## src/design/rmq_pkg.sv

```systemverilog
package rmq_pkg;

    localparam int ELEM_W          = 16;               // Q2.14 element / result width
    localparam int FRAC_W          = 14;               // fraction bits of Q2.14
    localparam int SUM_W           = ELEM_W + 3;       // trace / radicand, signed
    localparam int VEC_W           = ELEM_W + 1;       // off-diagonal sum or difference
    localparam int ROOT_W          = 16;               // root bits, also quotient bits
    localparam int RAD_W           = 2 * ROOT_W;       // radicand shifted by 2^14
    localparam int REM_SQ_W        = ROOT_W + 1;       // root remainder
    localparam int LANES           = 3;                // scaled components
    localparam int STEPS_PER_STAGE = 4;
    localparam int ROOT_STAGES     = ROOT_W / STEPS_PER_STAGE;
    localparam int DIV_STAGES      = ROOT_W / STEPS_PER_STAGE;
    localparam logic signed [SUM_W-1:0] QONE = SUM_W'(1 << FRAC_W);

    typedef enum logic [1:0] {
        BR_TRACE,
        BR_X,
        BR_Y,
        BR_Z
    } rmq_branch_t;

    typedef struct packed {
        logic signed [ELEM_W-1:0] r00;
        logic signed [ELEM_W-1:0] r01;
        logic signed [ELEM_W-1:0] r02;
        logic signed [ELEM_W-1:0] r10;
        logic signed [ELEM_W-1:0] r11;
        logic signed [ELEM_W-1:0] r12;
        logic signed [ELEM_W-1:0] r20;
        logic signed [ELEM_W-1:0] r21;
        logic signed [ELEM_W-1:0] r22;
    } rmq_in_t;

    typedef struct packed {
        logic signed [ELEM_W-1:0] quat_w;
        logic signed [ELEM_W-1:0] quat_x;
        logic signed [ELEM_W-1:0] quat_y;
        logic signed [ELEM_W-1:0] quat_z;
    } rmq_out_t;

    // root pipeline word
    typedef struct packed {
        rmq_branch_t                   branch;
        logic [LANES-1:0][VEC_W-1:0]   vec;
        logic [RAD_W-1:0]              rad;
        logic [REM_SQ_W-1:0]           rem;
        logic [ROOT_W-1:0]             root;
    } rmq_sq_t;

    // one divider lane
    typedef struct packed {
        logic              neg;
        logic              ovf;
        logic [ROOT_W-1:0] rem;
        logic [ROOT_W-1:0] quo;
        logic [ROOT_W-1:0] dsh;
    } rmq_lane_t;

    typedef struct packed {
        rmq_branch_t                 branch;
        logic [ROOT_W-1:0]           root;
        rmq_lane_t [LANES-1:0]       lane;
    } rmq_dv_t;

endpackage

```

## src/design/rmq_front.sv

```systemverilog
module rmq_front (
    input  logic             clk,
    input  logic             rst_n,
    input  logic             in_valid,
    input  rmq_pkg::rmq_in_t in_data,
    output logic             in_stall,
    output logic             out_valid,
    output rmq_pkg::rmq_sq_t out_data,
    input  logic             out_stall
);
    import rmq_pkg::*;

    logic signed [SUM_W-1:0] e00, e01, e02, e10, e11, e12, e20, e21, e22;
    logic signed [SUM_W-1:0] tr;
    logic signed [SUM_W-1:0] p;
    rmq_sq_t                 d_next;
    rmq_sq_t                 d_reg;
    logic                    v_reg;

    assign in_stall  = v_reg && out_stall;
    assign out_valid = v_reg;
    assign out_data  = d_reg;

    always_comb
    begin
        e00 = SUM_W'(in_data.r00);
        e01 = SUM_W'(in_data.r01);
        e02 = SUM_W'(in_data.r02);
        e10 = SUM_W'(in_data.r10);
        e11 = SUM_W'(in_data.r11);
        e12 = SUM_W'(in_data.r12);
        e20 = SUM_W'(in_data.r20);
        e21 = SUM_W'(in_data.r21);
        e22 = SUM_W'(in_data.r22);
        tr  = e00 + e11 + e22;

        d_next      = '0;
        d_next.root = '0;
        d_next.rem  = '0;
        priority if (tr > 0)
        begin
            d_next.branch = BR_TRACE;
            p = QONE + tr;
            d_next.vec[0] = VEC_W'(e21 - e12);
            d_next.vec[1] = VEC_W'(e02 - e20);
            d_next.vec[2] = VEC_W'(e10 - e01);
        end
        else if (e11 > e00 && e11 > e22)
        begin
            d_next.branch = BR_Y;
            p = QONE + e11 - e00 - e22;
            d_next.vec[0] = VEC_W'(e02 - e20);
            d_next.vec[1] = VEC_W'(e10 + e01);
            d_next.vec[2] = VEC_W'(e21 + e12);
        end
        else if (e22 > e00)
        begin
            d_next.branch = BR_Z;
            p = QONE + e22 - e00 - e11;
            d_next.vec[0] = VEC_W'(e10 - e01);
            d_next.vec[1] = VEC_W'(e02 + e20);
            d_next.vec[2] = VEC_W'(e21 + e12);
        end
        else
        begin
            d_next.branch = BR_X;
            p = QONE + e00 - e11 - e22;
            d_next.vec[0] = VEC_W'(e21 - e12);
            d_next.vec[1] = VEC_W'(e10 + e01);
            d_next.vec[2] = VEC_W'(e02 + e20);
        end
        // negative radicand clamps to a zero root
        if (p > 0)
        begin
            d_next.rad = {1'b0, p[VEC_W-1:0], {FRAC_W{1'b0}}};
        end
        else
        begin
            d_next.rad = '0;
        end
    end

    always_ff @(posedge clk or negedge rst_n)
    begin
        if (!rst_n)
        begin
            v_reg <= 1'b0;
        end
        else if (!in_stall)
        begin
            v_reg <= in_valid;
        end
    end

    always_ff @(posedge clk)
    begin
        if (!in_stall)
        begin
            d_reg <= d_next;
        end
    end

endmodule

```

## src/design/rmq_sqrt.sv

```systemverilog
module rmq_sqrt (
    input  logic             clk,
    input  logic             rst_n,
    input  logic             in_valid,
    input  rmq_pkg::rmq_sq_t in_data,
    output logic             in_stall,
    output logic             out_valid,
    output rmq_pkg::rmq_sq_t out_data,
    input  logic             out_stall
);
    import rmq_pkg::*;

    // four bit-pair steps of the restoring square root
    function automatic rmq_sq_t sq_steps(input rmq_sq_t d);
        rmq_sq_t               r;
        logic [REM_SQ_W+1:0]   trial;
        logic [ROOT_W+1:0]     sub;
        r = d;
        for (int i = 0; i < STEPS_PER_STAGE; i++)
        begin
            trial = {r.rem, r.rad[RAD_W-1 -: 2]};
            sub   = {r.root, 2'b01};
            r.rad = {r.rad[RAD_W-3:0], 2'b00};
            if (trial >= (REM_SQ_W+2)'(sub))
            begin
                r.rem  = REM_SQ_W'(trial - (REM_SQ_W+2)'(sub));
                r.root = {r.root[ROOT_W-2:0], 1'b1};
            end
            else
            begin
                r.rem  = REM_SQ_W'(trial);
                r.root = {r.root[ROOT_W-2:0], 1'b0};
            end
        end
        return r;
    endfunction

    logic                 v_reg  [ROOT_STAGES];
    rmq_sq_t              d_reg  [ROOT_STAGES];
    rmq_sq_t              d_next [ROOT_STAGES];
    rmq_sq_t              src    [ROOT_STAGES];
    logic                 src_v  [ROOT_STAGES];
    logic [ROOT_STAGES:0] stall_chain;

    always_comb
    begin
        stall_chain[ROOT_STAGES] = out_stall;
        for (int k = ROOT_STAGES - 1; k >= 0; k--)
        begin
            stall_chain[k] = v_reg[k] && stall_chain[k+1];
        end
        src[0]   = in_data;
        src_v[0] = in_valid;
        for (int k = 1; k < ROOT_STAGES; k++)
        begin
            src[k]   = d_reg[k-1];
            src_v[k] = v_reg[k-1];
        end
        for (int k = 0; k < ROOT_STAGES; k++)
        begin
            d_next[k] = sq_steps(src[k]);
        end
    end

    assign in_stall  = stall_chain[0];
    assign out_valid = v_reg[ROOT_STAGES-1];
    assign out_data  = d_reg[ROOT_STAGES-1];

    always_ff @(posedge clk or negedge rst_n)
    begin
        if (!rst_n)
        begin
            for (int k = 0; k < ROOT_STAGES; k++)
            begin
                v_reg[k] <= 1'b0;
            end
        end
        else
        begin
            for (int k = 0; k < ROOT_STAGES; k++)
            begin
                if (!stall_chain[k])
                begin
                    v_reg[k] <= src_v[k];
                end
            end
        end
    end

    always_ff @(posedge clk)
    begin
        for (int k = 0; k < ROOT_STAGES; k++)
        begin
            if (!stall_chain[k])
            begin
                d_reg[k] <= d_next[k];
            end
        end
    end

endmodule

```

## src/design/rmq_div.sv

```systemverilog
module rmq_div (
    input  logic             clk,
    input  logic             rst_n,
    input  logic             in_valid,
    input  rmq_pkg::rmq_sq_t in_data,
    output logic             in_stall,
    output logic             out_valid,
    output rmq_pkg::rmq_dv_t out_data,
    input  logic             out_stall
);
    import rmq_pkg::*;

    // four restoring steps on each lane, shared divisor
    function automatic rmq_dv_t dv_steps(input rmq_dv_t d);
        rmq_dv_t         r;
        logic [ROOT_W:0] t;
        r = d;
        for (int l = 0; l < LANES; l++)
        begin
            for (int i = 0; i < STEPS_PER_STAGE; i++)
            begin
                t = {r.lane[l].rem, r.lane[l].dsh[ROOT_W-1]};
                r.lane[l].dsh = {r.lane[l].dsh[ROOT_W-2:0], 1'b0};
                if (t >= {1'b0, r.root})
                begin
                    r.lane[l].rem = ROOT_W'(t - {1'b0, r.root});
                    r.lane[l].quo = {r.lane[l].quo[ROOT_W-2:0], 1'b1};
                end
                else
                begin
                    r.lane[l].rem = t[ROOT_W-1:0];
                    r.lane[l].quo = {r.lane[l].quo[ROOT_W-2:0], 1'b0};
                end
            end
        end
        return r;
    endfunction

    rmq_dv_t             entry;
    logic [VEC_W-1:0]    mag [LANES];
    logic                v_reg  [DIV_STAGES];
    rmq_dv_t             d_reg  [DIV_STAGES];
    rmq_dv_t             d_next [DIV_STAGES];
    rmq_dv_t             src    [DIV_STAGES];
    logic                src_v  [DIV_STAGES];
    logic [DIV_STAGES:0] stall_chain;

    // magnitude and sign; quotient >= 2^15 exactly when mag >= 4*root
    always_comb
    begin
        entry.branch = in_data.branch;
        entry.root   = in_data.root;
        for (int l = 0; l < LANES; l++)
        begin
            entry.lane[l].neg = in_data.vec[l][VEC_W-1];
            mag[l] = entry.lane[l].neg ? VEC_W'(-in_data.vec[l]) : in_data.vec[l];
            entry.lane[l].ovf = {1'b0, mag[l]} >= {in_data.root, 2'b00};
            entry.lane[l].rem = ROOT_W'(mag[l] >> 3);
            entry.lane[l].quo = '0;
            entry.lane[l].dsh = {mag[l][2:0], {(ROOT_W-3){1'b0}}};
        end
    end

    always_comb
    begin
        stall_chain[DIV_STAGES] = out_stall;
        for (int k = DIV_STAGES - 1; k >= 0; k--)
        begin
            stall_chain[k] = v_reg[k] && stall_chain[k+1];
        end
        src[0]   = entry;
        src_v[0] = in_valid;
        for (int k = 1; k < DIV_STAGES; k++)
        begin
            src[k]   = d_reg[k-1];
            src_v[k] = v_reg[k-1];
        end
        for (int k = 0; k < DIV_STAGES; k++)
        begin
            d_next[k] = dv_steps(src[k]);
        end
    end

    assign in_stall  = stall_chain[0];
    assign out_valid = v_reg[DIV_STAGES-1];
    assign out_data  = d_reg[DIV_STAGES-1];

    always_ff @(posedge clk or negedge rst_n)
    begin
        if (!rst_n)
        begin
            for (int k = 0; k < DIV_STAGES; k++)
            begin
                v_reg[k] <= 1'b0;
            end
        end
        else
        begin
            for (int k = 0; k < DIV_STAGES; k++)
            begin
                if (!stall_chain[k])
                begin
                    v_reg[k] <= src_v[k];
                end
            end
        end
    end

    always_ff @(posedge clk)
    begin
        for (int k = 0; k < DIV_STAGES; k++)
        begin
            if (!stall_chain[k])
            begin
                d_reg[k] <= d_next[k];
            end
        end
    end

`ifndef ASSERT_OFF
    // no overflow flagged: quotient fits in 15 bits
    a_quo_range: assert property (@(posedge clk) disable iff (!rst_n)
        out_valid |-> ((out_data.lane[0].ovf || !out_data.lane[0].quo[ROOT_W-1]) &&
                       (out_data.lane[1].ovf || !out_data.lane[1].quo[ROOT_W-1]) &&
                       (out_data.lane[2].ovf || !out_data.lane[2].quo[ROOT_W-1])))
        else $error("divider quotient out of range");

    // restoring remainder stays below the divisor
    a_rem_range: assert property (@(posedge clk) disable iff (!rst_n)
        (out_valid && out_data.root != '0) |->
            ((out_data.lane[0].ovf || out_data.lane[0].rem < out_data.root) &&
             (out_data.lane[1].ovf || out_data.lane[1].rem < out_data.root) &&
             (out_data.lane[2].ovf || out_data.lane[2].rem < out_data.root)))
        else $error("divider remainder not below divisor");

    // back-pressure only reaches the input when the last stage is full
    a_stall_src: assert property (@(posedge clk) disable iff (!rst_n)
        in_stall |-> (out_valid && out_stall))
        else $error("divider stalled with empty output stage");
`endif

endmodule

```

## src/design/rotation_matrix_to_quaternion.sv

```systemverilog
// Channel   Payload   Valid        Stall        Direction
// matrix    mat       mat_valid    mat_stall    in  (9 x Q2.14)
// quat      quat      quat_valid   quat_stall   out (4 x Q2.14, saturated)
//
// Throughput one matrix per cycle while quat_stall is low; stages: 1 decode,
// 4 root, 4 divide, 1 output; each root/divide stage retires 4 bits, setting depth.
// Reset clears only valid bits; data registers are not reset.
// Stalls propagate stage by stage: an empty stage keeps loading, so bubbles
// collapse and the input is stalled only when every stage is occupied.
module rotation_matrix_to_quaternion (
    input  logic              clk,
    input  logic              rst_n,
    input  logic              mat_valid,
    input  rmq_pkg::rmq_in_t  mat,
    output logic              mat_stall,
    output logic              quat_valid,
    output rmq_pkg::rmq_out_t quat,
    input  logic              quat_stall
);
    import rmq_pkg::*;

    // decode -> root transaction
    logic     fr_valid;
    logic     fr_stall;
    rmq_sq_t  fr_data;
    // root -> divide transaction
    logic     sq_valid;
    logic     sq_stall;
    rmq_sq_t  sq_data;
    // divide -> output transaction
    logic     dv_valid;
    logic     dv_stall;
    rmq_dv_t  dv_data;

    logic [ELEM_W-1:0] half;
    logic [ELEM_W-1:0] comp [LANES];
    rmq_out_t          quat_next;
    rmq_out_t          quat_reg;
    logic              quat_valid_reg;

    // trace test, branch pick, radicand and off-diagonal terms
    rmq_front u_front (
        .clk       (clk),
        .rst_n     (rst_n),
        .in_valid  (mat_valid),
        .in_data   (mat),
        .in_stall  (mat_stall),
        .out_valid (fr_valid),
        .out_data  (fr_data),
        .out_stall (fr_stall)
    );

    // floor(sqrt(P * 2^14))
    rmq_sqrt u_sqrt (
        .clk       (clk),
        .rst_n     (rst_n),
        .in_valid  (fr_valid),
        .in_data   (fr_data),
        .in_stall  (fr_stall),
        .out_valid (sq_valid),
        .out_data  (sq_data),
        .out_stall (sq_stall)
    );

    // |v| * 2^13 / root on three lanes
    rmq_div u_div (
        .clk       (clk),
        .rst_n     (rst_n),
        .in_valid  (sq_valid),
        .in_data   (sq_data),
        .in_stall  (sq_stall),
        .out_valid (dv_valid),
        .out_data  (dv_data),
        .out_stall (dv_stall)
    );

    assign dv_stall = quat_valid_reg && quat_stall;

    // sign, saturation, zero-root rule, then route by branch
    always_comb
    begin
        half = {1'b0, dv_data.root[ROOT_W-1:1]};
        for (int l = 0; l < LANES; l++)
        begin
            if (dv_data.root == '0)
            begin
                comp[l] = '0;
            end
            else if (dv_data.lane[l].ovf)
            begin
                comp[l] = dv_data.lane[l].neg ? {1'b1, {(ELEM_W-1){1'b0}}}
                                              : {1'b0, {(ELEM_W-1){1'b1}}};
            end
            else
            begin
                comp[l] = dv_data.lane[l].neg ? ELEM_W'(-dv_data.lane[l].quo)
                                              : ELEM_W'(dv_data.lane[l].quo);
            end
        end
        unique case (dv_data.branch)
            BR_TRACE:
            begin
                quat_next.quat_w = half;
                quat_next.quat_x = comp[0];
                quat_next.quat_y = comp[1];
                quat_next.quat_z = comp[2];
            end
            BR_X:
            begin
                quat_next.quat_w = comp[0];
                quat_next.quat_x = half;
                quat_next.quat_y = comp[1];
                quat_next.quat_z = comp[2];
            end
            BR_Y:
            begin
                quat_next.quat_w = comp[0];
                quat_next.quat_x = comp[1];
                quat_next.quat_y = half;
                quat_next.quat_z = comp[2];
            end
            BR_Z:
            begin
                quat_next.quat_w = comp[0];
                quat_next.quat_x = comp[1];
                quat_next.quat_y = comp[2];
                quat_next.quat_z = half;
            end
            default:
            begin
                quat_next = '0;
            end
        endcase
    end

    always_ff @(posedge clk or negedge rst_n)
    begin
        if (!rst_n)
        begin
            quat_valid_reg <= 1'b0;
        end
        else if (!dv_stall)
        begin
            quat_valid_reg <= dv_valid;
        end
    end

    always_ff @(posedge clk)
    begin
        if (!dv_stall)
        begin
            quat_reg <= quat_next;
        end
    end

    assign quat_valid = quat_valid_reg;
    assign quat       = quat_reg;

endmodule

```

## config.mk

```make
export PLATFORM = sky130hd
export DESIGN_NAME = rotation_matrix_to_quaternion
export DESIGN_NICKNAME = d
export VERILOG_FILES = /design/src/design/rmq_pkg.sv /design/src/design/rmq_front.sv /design/src/design/rmq_sqrt.sv /design/src/design/rmq_div.sv /design/src/design/rotation_matrix_to_quaternion.sv
export SDC_FILE = /design/constraint.sdc
export NUM_CORES = 2
export LEC_CHECK = 0
export BUFFER_PORTS_ARGS = -buffer_cell sky130_fd_sc_hd__buf_2
export CAP_MARGIN = 20
export CORE_ASPECT_RATIO = 1.4
export CORE_MARGIN = 4
export CORE_UTILIZATION = 45
export DETAILED_ROUTE_END_ITERATION = 16
export GPL_ROUTABILITY_DRIVEN = 1
export PLACE_DENSITY = 0.64
export SLEW_MARGIN = 20
export SYNTH_ARGS = -nofsm -noshare
export SYNTH_HDL_FRONTEND = slang
export SYNTH_SLANG_ARGS = --single-unit
```

## constraint.sdc

```tcl
create_clock -name clk -period 18.5 [get_ports clk]
set_input_delay 3.7 -clock clk [delete_from_list [all_inputs] [get_ports clk]]
set_output_delay 3.7 -clock clk [all_outputs]
set_load 0.03 [all_outputs]
```

==> Word-level counts from Yosys, hierarchy flattened <==
Memory sizes are Yosys's and may differ from the RTL's.
Index checks and enable logic that the tools add are counted.
{ "totals": {"input_bits": 148, "mem_count": 2, "ram_bits": 1064, "regBits": 159} }
{ "memory_table": {"columns": ["memory", "depth", "width", "read_ports", "rd_clocked_by_memory_dff", "wr", "line", "rtl"], "rows": [
  ["u_div.d_reg", 4, 156, 4, 0, 4, "rmq_div.sv:42", "rmq_dv_t d_reg [DIV_STAGES];"],
  ["u_sqrt.d_reg", 4, 110, 4, 0, 4, "rmq_sqrt.sv:39", "rmq_sq_t d_reg [ROOT_STAGES];"]
]} }
{ "classes": {"magnitude_cmp": 72, "addsub": 88, "n_eq_ne": 3, "n_reduce_logical": 14, "mux": 94} }
{ "op_table": {"columns": ["cell", "n"], "rows": [
  ["$mux W32", 48],
  ["$ge A17 B16 Y1", 45],
  ["$sub A16 B16 Y16", 45],
  ["$mux W33", 16],
  ["$ge A19 B18 Y1", 15],
  ["$pmux W64 S4", 1],
  ["$sub A17 B17 Y17", 15],
  ["$mux W16", 12],
  ["$mux W53", 2],
  ["$add A16 B16 Y17", 4],
  ["$mux W19", 3],
  ["$sub A19 B16 Y19", 3],
  ["$ge A17 B18 Y1", 3],
  ["$sub A17 B16 Y18", 3],
  ["$add A16 B16 Y17 const A", 3],
  ["$mux W17", 3],
  ["$mux W51", 1],
  ["$neg A17 Y17", 3],
  ["$sub A16 B16 Y17", 3],
  ["$ge A15 B16 Y1", 3],
  ["$gt A16 B16 Y1", 3],
  ["$neg A16 Y16", 3],
  ["$sub A15 B16 Y16", 3],
  ["$gt A19 B1 Y1 const B", 2],
  ["other kinds (11)", 29]
]} }

==> Logic depth before layout (Yosys ltp) <==
An unclocked memory read counts as a cell.
{ "logic_depth": {"ltp_word": 11, "depth_mapped": 68, "depth_no_buf": 62} }

==> By module <==
Synthesis repeated with hierarchy kept, for this count alone.
{ "hier_totals": {"cells_unflattened": 11773, "hier_area_um2": 106299.4} }
{ "modules_own_cells": {"columns": ["module", "n_inst", "seq_area_each_um2", "cells_per_inst", "area_per_inst_um2"], "rows": [
  ["rmq_div", 1, 12351.8, 6555, 57580.2],
  ["rmq_sqrt", 1, 11871.4, 2863, 28599.9],
  ["rmq_front", 1, 2127.0, 1799, 15275.9],
  ["rotation_matrix_to_quaternion", 1, 1946.9, 556, 4843.4]
]} }

==> Worst setup path after synthesis <==
No wires, ideal clock.
{ "synth_path": {"path_kind": "register to register", "start": "memory u_sqrt.d_reg[3][74] in the netlist's numbering", "end": "memory u_div.d_reg[0][78] in the netlist's numbering, data pin", "arrival_time_ns": 14.312, "path_slack_ns": 3.911, "period_less_slack_ns": 14.589, "n_path_buf": 7, "path_stages_with_launch": 66, "setup_time_ns": 0.277, "path_cell_list": "edfxtp_1 -> inv_1 -> ha_1 -> nand2_1 -> or3_1 -> or2_2 -> or3_1 -> o31ai_1 -> xnor2_1 -> ha_1 -> nand2_1 -> nor3_1 -> nor2_1 -> o21a_1 -> clkbuf_1 -> inv_1 -> clkbuf_1 -> clkbuf_1 -> [30 not listed] -> mux2i_1 -> ha_1 -> nor2b_1 -> o21ai_0 -> a21boi_0 -> o21ai_0 -> a21boi_0 -> o21ai_0 -> a21boi_0 -> o21ai_0 -> a21oi_1 -> o21ai_0 -> a21oi_1 -> o41ai_1 -> nand3_1 -> nand2_1 -> clkbuf_1 -> o221ai_1"} }
{ "synth_lines": {"columns": ["element", "line"], "rows": [
  ["from (decl)", "rmq_sqrt.sv:39"],
  ["to (decl)", "rmq_div.sv:42"]
]} }

==> impl_metrics.toml <==
[yosys]
yosysWarnings = 0
syn-num-nets = 11151
ys_async_sr_fraction = 0.0122
ys_ff_latch = 818
synth-edff-count = 808
syn_area_um2 = 86500
yosysSeqAreaShare = 0.283
syn_avg_cell_area_um2 = 8.85
synth_ff_type = "edfxtp_1"
synth_cell_types = 105
netlist_instances = 9776

[floorplanning]
placementRows = 190
die_y_um = 527
ios = 214
start_util = 0.452
core_area_um2 = 191000
die-area_um2 = 199000
chipWidth_um = 379

[grt]
grt_max_degree = 82
grt_usage = 0.243
grt_antenna_before_repair = 12
grt_pass1_wl_mm = 388
grt_pass1_vias = 73967
grt-ovfl-total = 0

[cts]
cts_num_sinks = 818
post_cts_buffers = 0
cts_tree = "built"
htree_levels = 3
clk_path_buf_depth = 3
cts-root-buf = "clkbuf_16"
ctsHoldBuffers = 0
ctsResizeCount = 0
cts-buffers-inserted = 83
insertion_delay_ns = 0.72
cts.clk_slew.worst_paths_ns = 0.06

[route]
dr.pass1.iters = 8
route.detailed.drc = 0
wl_per_cell_um = 19.8
num_vias = 73338
routed_wl_mm = 248
drtAntennaViolNets = 0
drtIter0Drc = 3750
viasPerCell = 5.84

[placed_design]
dpl_cell_area_um2 = 90900
gp_congestion = 0.954
port_buffers = 213
detailedPlacementHpwl_mm = 202

[timing]
min_period_over_period = 0.842
tightest_slew_ns = 1.11
post-route-min-period_ns = 15.58
slew_headroom = 0.260
setup_tns_ns = 0
drv_slew = 0
setup_viol = 0
rsz0062_at_grt = "no"
max_freq_mhz = 64.2
final_hold_viol_count = 0
whs_ns = 0.410
fin_skew_ns = 0.0527

[layout]
design_area_um2 = 93800
final_util = 0.490
drive_gt1_frac = 0.0949
nNetsFinal = 11356
area.growth.synth_to_final_pct = 8.41
largest_reg_flops = 360

[job]
drv_cap = 0

[hold_path]
hp-start = "u_sqrt.d_reg[0][83]$_DFFE_PN_"
hp-class = "reg -> reg"

[setup_path]
cp.required_ns = 18.98
worst_path_max_delay_cell = "nand2_1"
crit_arrival_ns = 16.07
cpPeakStageDelay_ns = 0.60
r2r-start = "u_sqrt.d_reg[3][74]$_DFFE_PN_"
cp_max_fo = 32
path_class = "reg -> reg"
crit_path_end_kind = "flip-flop"
timing.critical_path.mode_cell = "o21ai_0"
crit_start = "u_sqrt.d_reg[3][74]$_DFFE_PN_"
critPathLaunchType = "flip-flop"
rrSetupSlack_ns = 2.92

[outcome]
status = "complete, no violations"
[per-layer routing]
metal  vias up  GRT usage  wire (um)
met5         -          0         62
met4        10      0.164      19600
met3       710     0.0227       8790
met2      1824      0.456     127000
met1     34443      0.254      92900
li1      36351          -          -
[layout make-up]
class,count,area [um2]
fill,17939,97600
multi-input combinational,7935,58200
sequential,818,24500
tap,2496,3120
inverter,812,3050
clock buffer,95,2150
timing repair buffer,331,1960
clock inverter,58,732
antenna,6,15.0
[metrics by stage]
stage / cells / worst slack (ns)
detailed placement: 12392 / 2.98
CTS: 12545 / 2.97
global placement: 12392 / 2.96
floorplan: 9776 / 3.91
finish: 12551 / 2.92
global route: 12548 / 1.37
[cell usage after synthesis, types with 110 or more instances]
library cell,n,area share
a21boi_0,126,0.011
a21o_1,278,0.024
a21oi_1,781,0.045
clkbuf_1,179,0.0078
edfxtp_1,808,0.28
ha_1,1159,0.17
inv_1,794,0.034
mux2_2,370,0.048
nand2_1,698,0.030
nand2b_1,143,0.010
nand3_1,163,0.0094
nand4_1,174,0.013
nor2_1,799,0.035
nor2b_1,162,0.012
nor3_1,196,0.011
o21a_1,145,0.013
o21ai_0,697,0.040
o21bai_1,126,0.011
o31ai_1,110,0.0095
xnor2_1,485,0.049
xor2_1,226,0.023
[worst paths after layout]
| check | end | depth (start not counted) |
|---|---|---|
| min in group asynchronous | u_sqrt.out_valid$_DFFE_PN0N_ | 1 |
| worst min-delay path | u_sqrt.d_reg[1][83]$_DFFE_PN_ | 0 |
| worst max register to register | u_div.d_reg[0][85]$_DFFE_PN_ | 60 |
| worst max-delay path | u_div.d_reg[0][85]$_DFFE_PN_ | 60 |
| worst min register to register | u_sqrt.d_reg[1][83]$_DFFE_PN_ | 0 |
| max in group asynchronous | u_div.src_v[0]$_DFFE_PN0N_ | 1 |
[critical path, delay by kind of cell, from the launching register on]
kind	cells	cell delay, ns
fa+ha+maj	5	1.52
simple gates	11	2.88
xor+xnor	1	0.17
mux	2	0.58
buf+inv	7	1.89
flops	1	0.40
compound gates	34	7.91
[cells in the final DEF, fill, tap and decap left out, types with 226 or more instances in the layout]
master | Yosys | final
ha_1 | 1159 | 1159
xor2_1 | 226 | 226
inv_1 | 794 | 791
o21ai_0 | 697 | 696
mux2_2 | 370 | 370
nand2_1 | 698 | 694
a21oi_1 | 781 | 780
xnor2_1 | 485 | 485
a21o_1 | 278 | 278
nor2_1 | 799 | 798
edfxtp_1 | 808 | 808
[kinds of logic after synthesis]
| family | count (synthesis) | synth area share |
|---|---|---|
| xor gates and xnor gates | 711 | 0.0720 |
| DFF | 818 | 0.283 |
| AOI/OAI and AO/OA | 2839 | 0.208 |
| and+or+nand+nor | 2712 | 0.151 |
| adders and majority gates | 1227 | 0.183 |
| buffers and inverters | 1023 | 0.0450 |
| muxes | 446 | 0.0571 |
Power is not shown: default switching activity piles up to over one toggle a cycle in this logic, so the estimate is an artifact.
